**config.mk**
```make
export PLATFORM = sky130hd
export DESIGN_NAME = serial_gpio_spi_command_parser
export DESIGN_NICKNAME = d
export VERILOG_FILES = /design/src/design/sgsp_pkg.sv /design/src/design/sgsp_front.sv /design/src/design/sgsp_queue.sv /design/src/design/sgsp_back.sv /design/src/design/serial_gpio_spi_command_parser.sv
export SDC_FILE = /design/constraint.sdc
export NUM_CORES = 1
export LEC_CHECK = 0
export BUFFER_PORTS_ARGS = -buffer_cell sky130_fd_sc_hd__clkbuf_2
export CELL_PAD_IN_SITES_DETAIL_PLACEMENT = 1
export CELL_PAD_IN_SITES_GLOBAL_PLACEMENT = 2
export CORE_MARGIN = 5
export CORE_UTILIZATION = 41
export DETAILED_ROUTE_END_ITERATION = 8
export PLACE_DENSITY = 0.86
export SLEW_MARGIN = 5
export SYNTH_ARGS = -nofsm -noshare
export SYNTH_HDL_FRONTEND = slang
export SYNTH_HIERARCHICAL = 1
export SYNTH_SLANG_ARGS = --single-unit
```
**constraint.sdc**
```tcl
create_clock -name clk -period 5.5 [get_ports clk]
set_input_delay 0.825 -clock clk [delete_from_list [all_inputs] [get_ports clk]]
set_output_delay 0.825 -clock clk [all_outputs]
set_load 0.02 [all_outputs]
```
**src/design/sgsp_pkg.sv**
```systemverilog
// Shared types, constants and tables of the serial GPIO / SPI command parser.
// No dependencies; every other design file imports this package.
`default_nettype none
package sgsp_pkg;

	localparam int PIN_TOTAL   = 28;
	localparam int VERSION_LEN = 22;
	localparam int PIN_W       = $clog2(PIN_TOTAL);
	localparam int VEC_W       = 28;
	localparam int BEAT_W      = 5;
	localparam int QUEUE_DEPTH = 4;
	localparam int QUEUE_AW    = $clog2(QUEUE_DEPTH);

	localparam logic [VEC_W-1:0] SPI_PINS = 28'hE00;

	localparam logic [7:0] CH_0     = 8'h30;
	localparam logic [7:0] CH_1     = 8'h31;
	localparam logic [7:0] CH_9     = 8'h39;
	localparam logic [7:0] CH_A_LC  = 8'h61;
	localparam logic [7:0] CH_CR    = 8'h0D;
	localparam logic [7:0] CH_LF    = 8'h0A;
	localparam logic [7:0] CH_HASH  = 8'h23;
	localparam logic [7:0] CH_TILDE = 8'h7E;
	localparam logic [7:0] CH_QUERY = 8'h3F;
	localparam logic [7:0] CH_S     = 8'h53;
	localparam logic [7:0] CH_V     = 8'h56;
	localparam logic [7:0] CH_O     = 8'h4F;
	localparam logic [7:0] CH_I     = 8'h49;
	localparam logic [7:0] CH_U     = 8'h55;
	localparam logic [7:0] CH_D     = 8'h44;
	localparam logic [7:0] CH_N     = 8'h4E;

	localparam logic [7:0] VERSION_ROM [31] = '{
		8'h52, 8'h54, 8'h6B, 8'h2E, 8'h47, 8'h50, 8'h49, 8'h4F, 8'h20, 8'h76, 8'h32,
		8'h20, 8'h30, 8'h38, 8'h2F, 8'h30, 8'h34, 8'h2F, 8'h32, 8'h30, 8'h32, 8'h32,
		8'h20, 8'h20, 8'h20, 8'h20, 8'h20, 8'h20, 8'h20, 8'h20, 8'h20
	};

	typedef struct packed {
		logic             command;
		logic [7:0]       data_byte;
		logic [VEC_W-1:0] pin_levels;
	} in_item_t;

	typedef struct packed {
		logic             tx_valid;
		logic [7:0]       tx_byte;
		logic             spi_send_valid;
		logic [7:0]       spi_send_byte;
		logic [VEC_W-1:0] drive_level;
		logic [VEC_W-1:0] drive_enable;
		logic [VEC_W-1:0] pull_up_enable;
		logic [VEC_W-1:0] pull_down_enable;
		logic             spi_active;
		logic             last;
	} out_item_t;

	// Pin configuration as seen on the outputs
	typedef struct packed {
		logic [VEC_W-1:0] level;
		logic [VEC_W-1:0] enable;
		logic [VEC_W-1:0] pull_up;
		logic [VEC_W-1:0] pull_down;
		logic             spi;
	} pin_cfg_t;

	typedef enum logic [2:0] {
		JOB_IDLE    = 3'd0,
		JOB_READ    = 3'd1,
		JOB_REPLY   = 3'd2,
		JOB_VERSION = 3'd3,
		JOB_SPI     = 3'd4
	} job_kind_t;

	// One classified item handed from front to back
	typedef struct packed {
		job_kind_t        kind;
		logic             crlf;
		logic [PIN_W-1:0] pin;
		logic             level;
		logic [7:0]       data;
		pin_cfg_t         cfg;
	} job_t;

endpackage
`default_nettype wire

```
**src/design/sgsp_front.sv**
```systemverilog
// Front end: accepts input beats, runs the command parser and pin state, and
// pushes one classified job per item into the queue. Depends on sgsp_pkg.
`default_nettype none
module sgsp_front (
	input  wire              clk,
	input  wire              arst_n,
	input  wire              in_valid,
	output logic             in_ready,
	input  sgsp_pkg::in_item_t in_data,
	input  wire              full,
	output logic             push,
	output sgsp_pkg::job_t   job
);
	import sgsp_pkg::*;

	typedef enum logic [4:0] {
		PH_IDLE     = 5'b00001,
		PH_BASIC_OP = 5'b00010,
		PH_HEX_HI   = 5'b00100,
		PH_HEX_LO   = 5'b01000,
		PH_REPLY    = 5'b10000
	} phase_t;

	phase_t           phase_q, phase_d;
	logic             enh_q, enh_d;
	logic [PIN_W-1:0] cur_q, cur_d;
	logic [3:0]       hi_q, hi_d;
	logic [VEC_W-1:0] bound_q, bound_d;
	pin_cfg_t         cfg_q, cfg_d;

	logic             do_op;
	logic             do_claim;
	logic [7:0]       b;
	logic [7:0]       hv;
	logic [7:0]       pin_off;
	logic             is_letter;
	logic             is_op;
	logic [VEC_W-1:0] m;

	function automatic logic [7:0] hex_value(input logic [7:0] c);
		if (c >= CH_0 && c <= CH_9)
			return 8'(c - CH_0);
		return 8'(c - 8'd55);
	endfunction

	assign in_ready = !full;
	assign push     = in_valid && !full;

	assign b         = in_data.data_byte;
	assign hv        = hex_value(b);
	assign pin_off   = 8'(b - CH_A_LC);
	assign is_letter = (b >= CH_A_LC) && (pin_off < 8'(PIN_TOTAL));
	assign is_op     = (b == CH_0) || (b == CH_1) || (b == CH_I) || (b == CH_O) ||
	                   (b == CH_QUERY) || (b == CH_U) || (b == CH_D) || (b == CH_N);
	assign m         = VEC_W'(1) << cur_q;

	always_comb begin
		phase_d   = phase_q;
		enh_d     = enh_q;
		cur_d     = cur_q;
		hi_d      = hi_q;
		bound_d   = bound_q;
		cfg_d     = cfg_q;
		do_op     = 1'b0;
		do_claim  = 1'b0;
		job       = '0;
		job.kind  = JOB_IDLE;

		if (in_data.command) begin
			if (phase_q == PH_REPLY) begin
				job.kind = JOB_REPLY;
				job.data = b;
				phase_d  = PH_IDLE;
			end
		end else begin
			unique case (phase_q)
				PH_REPLY: begin
				end
				PH_BASIC_OP: begin
					phase_d = PH_IDLE;
					do_op   = 1'b1;
				end
				PH_HEX_HI: begin
					hi_d    = hv[3:0];
					phase_d = PH_HEX_LO;
				end
				PH_HEX_LO: begin
					job.kind = JOB_SPI;
					job.data = {hi_q, 4'b0000} | hv;
					phase_d  = PH_REPLY;
				end
				default: begin
					phase_d = PH_IDLE;
					priority if (is_letter) begin
						cur_d = pin_off[PIN_W-1:0];
						if (!enh_q)
							phase_d = PH_BASIC_OP;
					end else if (enh_q && is_op) begin
						do_op = 1'b1;
						cur_d = (cur_q == PIN_W'(PIN_TOTAL - 1)) ? '0 : cur_q + 1'b1;
					end else if (enh_q && (b == CH_S || b == CH_TILDE)) begin
						do_claim = 1'b1;
						if (b == CH_TILDE)
							phase_d = PH_HEX_HI;
					end else if (b == CH_V) begin
						job.kind = JOB_VERSION;
					end else if (b == CH_HASH) begin
						enh_d = 1'b1;
					end else begin
						// drop unknown bytes
					end
				end
			endcase
		end

		if (do_claim && !cfg_q.spi) begin
			bound_d         = bound_q & ~SPI_PINS;
			cfg_d.level     = cfg_q.level & ~SPI_PINS;
			cfg_d.enable    = cfg_q.enable & ~SPI_PINS;
			cfg_d.pull_up   = cfg_q.pull_up & ~SPI_PINS;
			cfg_d.pull_down = cfg_q.pull_down & ~SPI_PINS;
			cfg_d.spi       = 1'b1;
		end

		if (do_op) begin
			// bind a fresh pin: input, no pull, latch low
			if ((bound_q & m) == '0) begin
				if ((m & SPI_PINS) != '0)
					cfg_d.spi = 1'b0;
				cfg_d.level     = cfg_d.level & ~m;
				cfg_d.enable    = cfg_d.enable & ~m;
				cfg_d.pull_up   = cfg_d.pull_up & ~m;
				cfg_d.pull_down = cfg_d.pull_down & ~m;
				bound_d         = bound_q | m;
			end
			unique case (b)
				CH_0: cfg_d.level = cfg_d.level & ~m;
				CH_1: cfg_d.level = cfg_d.level | m;
				CH_O: cfg_d.enable = cfg_d.enable | m;
				CH_D: begin
					cfg_d.pull_down = cfg_d.pull_down | m;
					cfg_d.pull_up   = cfg_d.pull_up & ~m;
				end
				CH_U: begin
					cfg_d.pull_up   = cfg_d.pull_up | m;
					cfg_d.pull_down = cfg_d.pull_down & ~m;
				end
				CH_N: begin
					cfg_d.pull_up   = cfg_d.pull_up & ~m;
					cfg_d.pull_down = cfg_d.pull_down & ~m;
				end
				CH_I: begin
					cfg_d.enable = cfg_d.enable & ~m;
					if (!enh_q) begin
						cfg_d.pull_up   = cfg_d.pull_up & ~m;
						cfg_d.pull_down = cfg_d.pull_down & ~m;
					end
				end
				CH_QUERY: begin
					job.kind  = JOB_READ;
					job.pin   = cur_q;
					job.level = (in_data.pin_levels & m) != '0;
					job.crlf  = !enh_q;
				end
				default: begin
				end
			endcase
		end

		job.cfg = cfg_d;
	end

	always_ff @(posedge clk or negedge arst_n) begin
		if (!arst_n) begin
			phase_q <= PH_IDLE;
			enh_q   <= 1'b0;
			cur_q   <= '0;
			hi_q    <= '0;
			bound_q <= '0;
			cfg_q   <= '0;
		end else if (push) begin
			phase_q <= phase_d;
			enh_q   <= enh_d;
			cur_q   <= cur_d;
			hi_q    <= hi_d;
			bound_q <= bound_d;
			cfg_q   <= cfg_d;
		end
	end

endmodule
`default_nettype wire

```
**src/design/sgsp_queue.sv**
```systemverilog
// Small job queue between parser front end and response back end.
// Depends on sgsp_pkg for the job type and depth.
`default_nettype none
module sgsp_queue (
	input  wire            clk,
	input  wire            arst_n,
	input  wire            push,
	input  sgsp_pkg::job_t push_job,
	output logic           full,
	input  wire            pop,
	output logic           head_valid,
	output sgsp_pkg::job_t head
);
	import sgsp_pkg::*;

	job_t              slots_q [QUEUE_DEPTH];
	logic [QUEUE_AW-1:0] wr_q;
	logic [QUEUE_AW-1:0] rd_q;
	logic [QUEUE_AW:0]   count_q;

	assign full       = count_q == (QUEUE_AW+1)'(QUEUE_DEPTH);
	assign head_valid = count_q != '0;
	assign head       = slots_q[rd_q];

	always_ff @(posedge clk) begin
		if (push)
			slots_q[wr_q] <= push_job;
	end

	always_ff @(posedge clk or negedge arst_n) begin
		if (!arst_n) begin
			wr_q    <= '0;
			rd_q    <= '0;
			count_q <= '0;
		end else begin
			if (push)
				wr_q <= wr_q + 1'b1;
			if (pop)
				rd_q <= rd_q + 1'b1;
			unique case ({push, pop})
				2'b10:   count_q <= count_q + 1'b1;
				2'b01:   count_q <= count_q - 1'b1;
				default: count_q <= count_q;
			endcase
		end
	end

endmodule
`default_nettype wire

```
**src/design/sgsp_back.sv**
```systemverilog
// Back end: expands each queued job into its result beats through an output
// register, one beat per cycle unless out_ready stalls. Depends on sgsp_pkg.
`default_nettype none
module sgsp_back (
	input  wire               clk,
	input  wire               arst_n,
	input  wire               head_valid,
	input  sgsp_pkg::job_t    head,
	output logic              pop,
	output logic              out_valid,
	input  wire               out_ready,
	output sgsp_pkg::out_item_t out_data
);
	import sgsp_pkg::*;

	logic [BEAT_W-1:0] idx_q;
	logic [BEAT_W-1:0] beats;
	logic              last_beat;
	logic              load;
	out_item_t         beat;
	out_item_t         out_q;
	logic              out_valid_q;

	function automatic logic [7:0] hex_char(input logic [3:0] v);
		if (v >= 4'd10)
			return 8'(8'h41 + 8'(v) - 8'd10);
		return 8'(CH_0 + 8'(v));
	endfunction

	always_comb begin
		unique case (head.kind)
			JOB_READ:    beats = head.crlf ? BEAT_W'(4) : BEAT_W'(2);
			JOB_REPLY:   beats = BEAT_W'(2);
			JOB_VERSION: beats = BEAT_W'(VERSION_LEN);
			default:     beats = BEAT_W'(1);
		endcase
	end

	assign last_beat = idx_q == beats - 1'b1;
	assign load      = head_valid && (!out_valid_q || out_ready);
	assign pop       = load && last_beat;

	always_comb begin
		beat                  = '0;
		beat.drive_level      = head.cfg.level;
		beat.drive_enable     = head.cfg.enable;
		beat.pull_up_enable   = head.cfg.pull_up;
		beat.pull_down_enable = head.cfg.pull_down;
		beat.spi_active       = head.cfg.spi;
		beat.last             = last_beat;
		unique case (head.kind)
			JOB_READ: begin
				beat.tx_valid = 1'b1;
				unique case (idx_q[1:0])
					2'd0:    beat.tx_byte = 8'(CH_A_LC + 8'(head.pin));
					2'd1:    beat.tx_byte = head.level ? CH_1 : CH_0;
					2'd2:    beat.tx_byte = CH_CR;
					default: beat.tx_byte = CH_LF;
				endcase
			end
			JOB_REPLY: begin
				beat.tx_valid = 1'b1;
				beat.tx_byte  = idx_q[0] ? hex_char(head.data[3:0]) : hex_char(head.data[7:4]);
			end
			JOB_VERSION: begin
				beat.tx_valid = 1'b1;
				beat.tx_byte  = VERSION_ROM[idx_q];
			end
			JOB_SPI: begin
				beat.spi_send_valid = 1'b1;
				beat.spi_send_byte  = head.data;
			end
			default: begin
			end
		endcase
	end

	always_ff @(posedge clk) begin
		if (load)
			out_q <= beat;
	end

	always_ff @(posedge clk or negedge arst_n) begin
		if (!arst_n) begin
			out_valid_q <= 1'b0;
			idx_q       <= '0;
		end else if (load) begin
			out_valid_q <= 1'b1;
			idx_q       <= last_beat ? '0 : idx_q + 1'b1;
		end else if (out_ready) begin
			out_valid_q <= 1'b0;
		end
	end

	assign out_valid = out_valid_q;
	assign out_data  = out_q;

endmodule
`default_nettype wire

```
**src/design/serial_gpio_spi_command_parser.sv**
```systemverilog
// Serial GPIO / SPI command parser, top level: front end, job queue, back end.
// Depends on sgsp_pkg, sgsp_front, sgsp_queue and sgsp_back.
//
// Each input beat (a serial byte or an SPI reply byte) is parsed in the cycle
// it is accepted, so the input side takes one beat per clock while the
// four-entry job queue has room. Each item yields 1 to VERSION_LEN result
// beats (a version query gives VERSION_LEN, a pin read 2 or 4, a hex reply 2,
// anything else 1); the back end sends one beat per clock from its output
// register while out_ready does not stall it. Every result beat carries the
// pin configuration as it stood after its item, and last marks the final
// beat of each item. There is no reset sweep.
`default_nettype none
module serial_gpio_spi_command_parser (
	input  wire                 clk,
	input  wire                 arst_n,
	input  wire                 in_valid,
	output logic                in_ready,
	input  sgsp_pkg::in_item_t  in_data,
	output logic                out_valid,
	input  wire                 out_ready,
	output sgsp_pkg::out_item_t out_data
);
	import sgsp_pkg::*;

	logic push;
	logic full;
	logic pop;
	logic head_valid;
	job_t push_job;
	job_t head;

	sgsp_front u_front (
		.clk      (clk),
		.arst_n   (arst_n),
		.in_valid (in_valid),
		.in_ready (in_ready),
		.in_data  (in_data),
		.full     (full),
		.push     (push),
		.job      (push_job)
	);

	sgsp_queue u_queue (
		.clk        (clk),
		.arst_n     (arst_n),
		.push       (push),
		.push_job   (push_job),
		.full       (full),
		.pop        (pop),
		.head_valid (head_valid),
		.head       (head)
	);

	sgsp_back u_back (
		.clk        (clk),
		.arst_n     (arst_n),
		.head_valid (head_valid),
		.head       (head),
		.pop        (pop),
		.out_valid  (out_valid),
		.out_ready  (out_ready),
		.out_data   (out_data)
	);

endmodule
`default_nettype wire
```
==> results by group, run 1 <==
Outcome
  • Status: complete, no violations

Global routing
  • GR Util All Layers: 21.8%
  • Congestion Overflow GR: 0
  • Vias in the first global route: 23800
  • First-pass GRT wire length: 155 mm
  • Initial antenna violation count: 7
  • Largest net degree at the start of global routing: 100

Clock tree
  • Reg clk slew, reported paths: 0.06 ns
  • CTS sink count: 825
  • Setup Buffers After CTS: 0
  • Clk Latency, worst-skew pair: 0.65 ns
  • Post-CTS Resized: 0
  • CTS tree: done
  • Clock Tree Root: clkbuf_16
  • H-Tree Depth: 3
  • Cts hold-fix bufs: 0
  • Num CTS Buffers: 87
  • Clock Path Buffers: 3

Place
  • DPL Wire Length: 66.0 mm
  • Post-Place Setup Slack: 0.784 ns
  • Placer Congestion: 0.838
  • Post-DP Area: 37500 µm²
  • IO Port Bufs: 174

Timing
  • Slew headroom: 20.0%
  • Min Tclk post-route: 4.30 ns
  • Final worst path period share: 78.3%
  • Pins Over Slew Limit: 0
  • Worst Skew: 0.0258 ns
  • Fmax: 0.232 GHz
  • Setup TNS: 0 ns
  • Final Hold Vio Count: 0
  • Setup violations, final: 0
  • Final worst slack: 1.20 ns
  • Min Hold Slack: 0.254 ns
  • RSZ-0062 raised after global routing: false
  • Worst Tran Pin Value: 1.19 ns

Layout
  • Commonest cells after routing, fill and taps aside: 656 x edfxtp_1, 294 x o21ai_0, 173 x clkbuf_2
  • Commonest non-fill, non-tap cell in the layout: edfxtp_1
  • Post-Route Utilization: 47.4%
  • Fillers: 8473
  • Nets: 2595
  • Layout cells sized above 1: 21.6%
  • Sequential cell area: 23900 µm²
  • Footprint of the multi-input gates: 10400 µm²
  • Fin area: 40400 µm²
  • Synth-to-layout area growth: 14.3%

Die
  • # rows: 107
  • IO Pins: 175
  • Initial Utilization: 41.4%
  • Chip width: 304 µm
  • Die Ht: 304 µm
  • Full die area: 92300 µm²
  • Core footprint: 85400 µm²

Synthesis
  • Post-synth top flop: edfxtp_1
  • Top post-synthesis cells by area: edfxtp_1 56%, dfrtp_1 12%, mux4_2 8.4%, o21ai_0 4.2%, o31ai_1 1.6%
  • Area share of the largest cell type after synthesis: 55.7%
  • Mapped cell area: 35400 µm²
  • Synthesized flop and latch total: 825
  • Syn_area_per_cell: 15.0 µm²
  • Synth warn: 6
  • Post-Syn Instances: 2360
  • FFs w/ async S/R, synth: 20.5%
  • Synth cell types: 91
  • Yosys top cell by area: edfxtp_1
  • EDFF count, synth: 656
  • Register area share after synthesis: 67.6%
  • Syn Nets: 2434

Routing
  • WL final: 103 mm
  • Drt pass-1 iters: 5
  • Antenna Nets Post-Route: 0
  • Iteration-0 DRC Markers: 2135
  • Vias: 22600
  • DR vias/cell: 6.05
  • Drc violations: 0
  • WL per Instance: 27.4 µm

Setup path
  • Reg2reg path depth: 8
  • CP Class: reg2reg
  • End of the critical path: u_queue/slots_q[0][1]
  • Reg-to-reg setup timing slack: 1.20 ns
  • Worst-path fanout max: 32
  • WP data required: 5.84 ns
  • Setup crit end kind: flop
  • Worst EP arrival: 4.64 ns
  • Setup crit start: u_front/cur_q[3]
  • Type of origin of the critical path: flop
  • Worst r2r src: u_front/cur_q[3]
  • Worst R2R End: u_queue/slots_q[0][1]

Power
  • Max VDD drop: 0.382 mV
  • Leak Pwr: 0.0141 µW
  • PwrDens: 474 nW/µm²

Flow run
  • Max-cap violations: 0

Hold path
  • Hold WC Path Type: in2async
-- cell families after synthesis --
kind of cell | count (synthesis) | share of synthesized area, %
flops | 825 | 67.6
buf+inv | 237 | 3.18
fa+ha+maj | 33 | 1.19
simple gates | 388 | 5.96
compound gates | 710 | 12.7
xor+xnor | 23 | 0.569
mux | 144 | 8.78
-- synth_stat cells (all sizes together), types with 5 or more instances --
| library cell | instances |
|---|---|
| nand3 | 51 |
| nand2b | 12 |
| a22oi | 69 |
| a221oi | 6 |
| o21bai | 6 |
| o311ai | 10 |
| o21ai | 332 |
| a31oi | 22 |
| and3 | 27 |
| nand3b | 6 |
| nor3b | 9 |
| or2 | 6 |
| mux2 | 10 |
| buf | 88 |
| ha | 32 |
| or3 | 7 |
| a32oi | 5 |
| nor4 | 7 |
| o22ai | 18 |
| mux4 | 132 |
| o221ai | 6 |
| o31ai | 77 |
| a21oi | 46 |
| inv | 66 |
| nor2 | 62 |
| a21o | 27 |
| clkbuf | 81 |
| o41ai | 9 |
| and2 | 9 |
| a211oi | 12 |
| nor2b | 12 |
| o211ai | 20 |
| dfrtp | 168 |
| o31a | 5 |
| edfxtp | 656 |
| nand2 | 95 |
| a22o | 10 |
| nor3 | 32 |
| xor2 | 6 |
| nand4 | 33 |
| xnor2 | 17 |
-- routing by layer --
metal,share of wire (%),track usage [%],vias to the layer above,routed length [µm]
met3,7.2,4.68,206,7400
met5,0.046,0,-,47
met1,40,28.4,11800,41200
met2,49,35.9,920,49900
met4,3.9,8.32,6,3950
li1,-,-,9714,-
-- area by class of cell --
type / count / area share [%]
sequential: 825 / 59.2
tap: 1144 / 3.54
clock inverter: 39 / 1.25
inverter: 68 / 0.643
antenna: 1 / 0.00619
clock buffer: 121 / 5.95
timing repair buffer: 241 / 3.72
multi-input combinational: 1298 / 25.7
-- per-stage QoR --
| step | cells | total power, µW |
|---|---|---|
| floorplan | 2360 | 11700 |
| global placement | 3576 | 13200 |
| detailed placement | 3576 | 13400 |
| CTS | 3736 | 19400 |
| global route | 3736 | 20000 |
| finish | 3737 | 19200 |
-- worst min-delay path by stage --
| stage | start | to | slack (ns) | cells after the start |
|---|---|---|---|---|
| after floorplan | u_front/bound_q[0] | u_front/bound_q[0] | 0.42 | 1 |
| after global placement | u_front/bound_q[2] | u_front/bound_q[2] | 0.43 | 1 |
| after detailed placement | u_front/bound_q[0] | u_front/bound_q[0] | 0.44 | 1 |
| after CTS | arst_n | u_front/hi_q[0] | 0.26 | 1 |
| after global routing | arst_n | u_front/hi_q[0] | 0.30 | 1 |
| final | arst_n | u_front/hi_q[0] | 0.25 | 1 |
-- registers in the layout, indices dropped and copies added, names as in the netlist, 3 cells and up --
register / cells
u_queue/slots_q: 524
u_back/out_data: 132
u_front/cfg_q: 113
u_front/bound_q: 28
u_back/idx_q: 5
u_front/cur_q: 5
u_front/phase_q: 5
u_front/hi_q: 4
u_queue/count_q: 3
-- worst max-delay path, stage by stage (launching register included) --
cell	delay [ns]
dfrtp_1	1.10
nor2b_1	0.47
a32oi_1	0.25
o2111ai_1	0.19
nor3_2	0.08
buf_4	0.23
a21oi_1	0.77
o21ai_0	0.27
o21ai_0	0.61
-- where the power goes --
group          total (µW)  internal, µW  switching (µW)
Clock                5960          3510            2450
Sequential           8480          8060             424
Combinational        4750          1570            3180
Power figures use the tool's default switching activity.
==> run 2, diff against run 1 <==
- CORE_UTILIZATION: 41 -> 45
- PLACE_DENSITY: 0.86 -> 0.89
- clock period: 5.5 -> 4.1 ns (I/O delays scaled with it)
==> run 2 against run 1 <==
Compared with the run above:
- clock-buffer cell count is 6 lower
- sequential cell count did not move
- first-iteration DRC count increased by 1.5%
- sequential share of layout area decreased by 0.51 points
- largest cell class unchanged
- largest power group unchanged
==> results by group, run 2 (synthesis results as in run 1) <==
Setup path
  • Bufs and invs on worst path: 1
  • Critical-path cell list: nor4bb_1, a22oi_1, o211ai_1, nor3_2, buf_4, nand2_1, nor2_2, a22o_1
  • Worst-path fanout max: 30
  • CP Class: reg2reg
  • Type of origin of the critical path: flop
  • Slowest cell delay on critical path: 1.07 ns
  • Largest delay contributor family on the critical path: simple AND/OR/NAND/NOR gates
  • WP data required: 4.70 ns
  • Worst EP arrival: 4.49 ns
  • CP max stage cell: dfrtp_1
  • Setup crit end kind: flop

Layout
  • Max reg flops: 524
  • Layout cells sized above 1: 23.1%
  • Largest register by flop count: u_queue/slots_q
  • Post-Layout Cell Count: 3690
  • Post-Route Utilization: 52.5%
  • Commonest cells after routing, fill and taps aside: 656 x edfxtp_1, 294 x o21ai_0, 173 x clkbuf_2
  • Nets: 2647
  • Commonest non-fill, non-tap cell in the layout: edfxtp_1
  • Synth-to-layout area growth: 15.3%

Timing
  • RSZ-0062 raised after global routing: false
  • Pins Over Slew Limit: 0
  • Worst Skew: 0.0611 ns
  • Setup violations, final: 0
  • Final Hold Vio Count: 0
  • Final worst slack: 0.213 ns
  • Worst Tran Pin Value: 1.17 ns
  • Slew headroom: 22.1%
  • Setup TNS: 0 ns
  • Fmax: 0.257 GHz
  • Final worst path period share: 94.8%
  • Min Tclk post-route: 3.89 ns

Place
  • Placer Congestion: 0.885
  • Placed Cells incl. Taps: 3524
  • DPL Wire Length: 67.1 mm
  • IO Port Bufs: 174
  • Post-Place Setup Slack: 0.0410 ns

Global routing
  • First-pass GRT wire length: 157 mm
  • Congestion Overflow GR: 0
  • Vias in the first global route: 24400
  • Largest net degree at the start of global routing: 89
  • Initial antenna violation count: 4
  • GR Util All Layers: 23.9%

Die
  • Chip width: 290 µm
  • Core footprint: 77700 µm²
  • Initial Utilization: 45.5%
  • Die Ht: 290 µm
  • IO Pins: 175
  • Full die area: 84300 µm²
  • # rows: 102

Power
  • PwrDens: 635 nW/µm²
  • Leak Pwr: 0.0144 µW
  • Max VDD drop: 0.473 mV

Outcome
  • Status: complete, no violations

Hold path
  • Hold WC Path Type: in2async

Clock tree
  • Reg clk slew, reported paths: 0.06 ns
  • Post-CTS Resized: 0
  • H-Tree Depth: 3
  • Clk Latency, worst-skew pair: 0.68 ns
  • Clock Tree Root: clkbuf_16
  • Num CTS Buffers: 87
  • CTS sink count: 825
  • Setup Buffers After CTS: 0
  • Clock Path Buffers: 3
  • Cts hold-fix bufs: 0
  • CTS tree: done

Routing
  • WL final: 103 mm
  • DR vias/cell: 6.30
  • Drt pass-1 iters: 6
  • WL per Instance: 28.0 µm
  • Iteration-0 DRC Markers: 2166
  • Antenna Nets Post-Route: 0
  • Drc violations: 0
  • Vias: 23300

Flow run
  • Max-cap violations: 0
## run 2: final timing paths
check                                endpoint  slack, ns  cells after the start                from
hold reg to reg            u_front/bound_q[2]       0.46                      1  u_front/bound_q[2]
max in group asynchronous  u_front/bound_q[5]       2.95                      2              arst_n
setup reg to reg           u_front/bound_q[9]       0.21                      8    u_front/cur_q[3]
min in group clk             u_back/out_valid       0.33                      3           out_ready
hold / removal             u_queue/count_q[2]       0.03                      1              arst_n
setup / recovery           u_front/bound_q[9]       0.21                      8    u_front/cur_q[3]
## run 2: per-stage QoR
| step | hold WS [ns] | cell area [µm²] | power, µW |
|---|---|---|---|
| floorplan | 0.319 | 35400 | 15600 |
| global placement | 0.432 | 37800 | 17600 |
| detailed placement | 0.441 | 37800 | 17900 |
| CTS | 0.0178 | 40800 | 26200 |
| global route | 0.0629 | 40800 | 27000 |
| finish | 0.0290 | 40800 | 25900 |
## run 2: power breakdown
group / switching [µW] / internal, µW / leakage (µW)
clock: 3440 / 4700 / 0.00143
combinational: 4240 / 2160 / 0.00508
sequential: 564 / 10800 / 0.00788
total: 8240 / 17700 / 0.0144
## run 2: final cells by class
cell class	instances	area (µm²)
diodes	2	5.00
clock buffers	115	2320
clock inverters	49	667
fillers	7508	36900
inverters	68	260
multi-input cells	1298	10400
flip-flops and latches	825	23900
well taps	1040	1300
repair buffers	293	1910
## run 2: metal layers
metal	vias up	global-route usage, %	routed length (µm)
met5	-	0	23
met4	4	8.52	3700
met3	248	4.25	7400
met2	1083	40.9	51800
met1	12100	30.9	40400
li1	9809	-	-
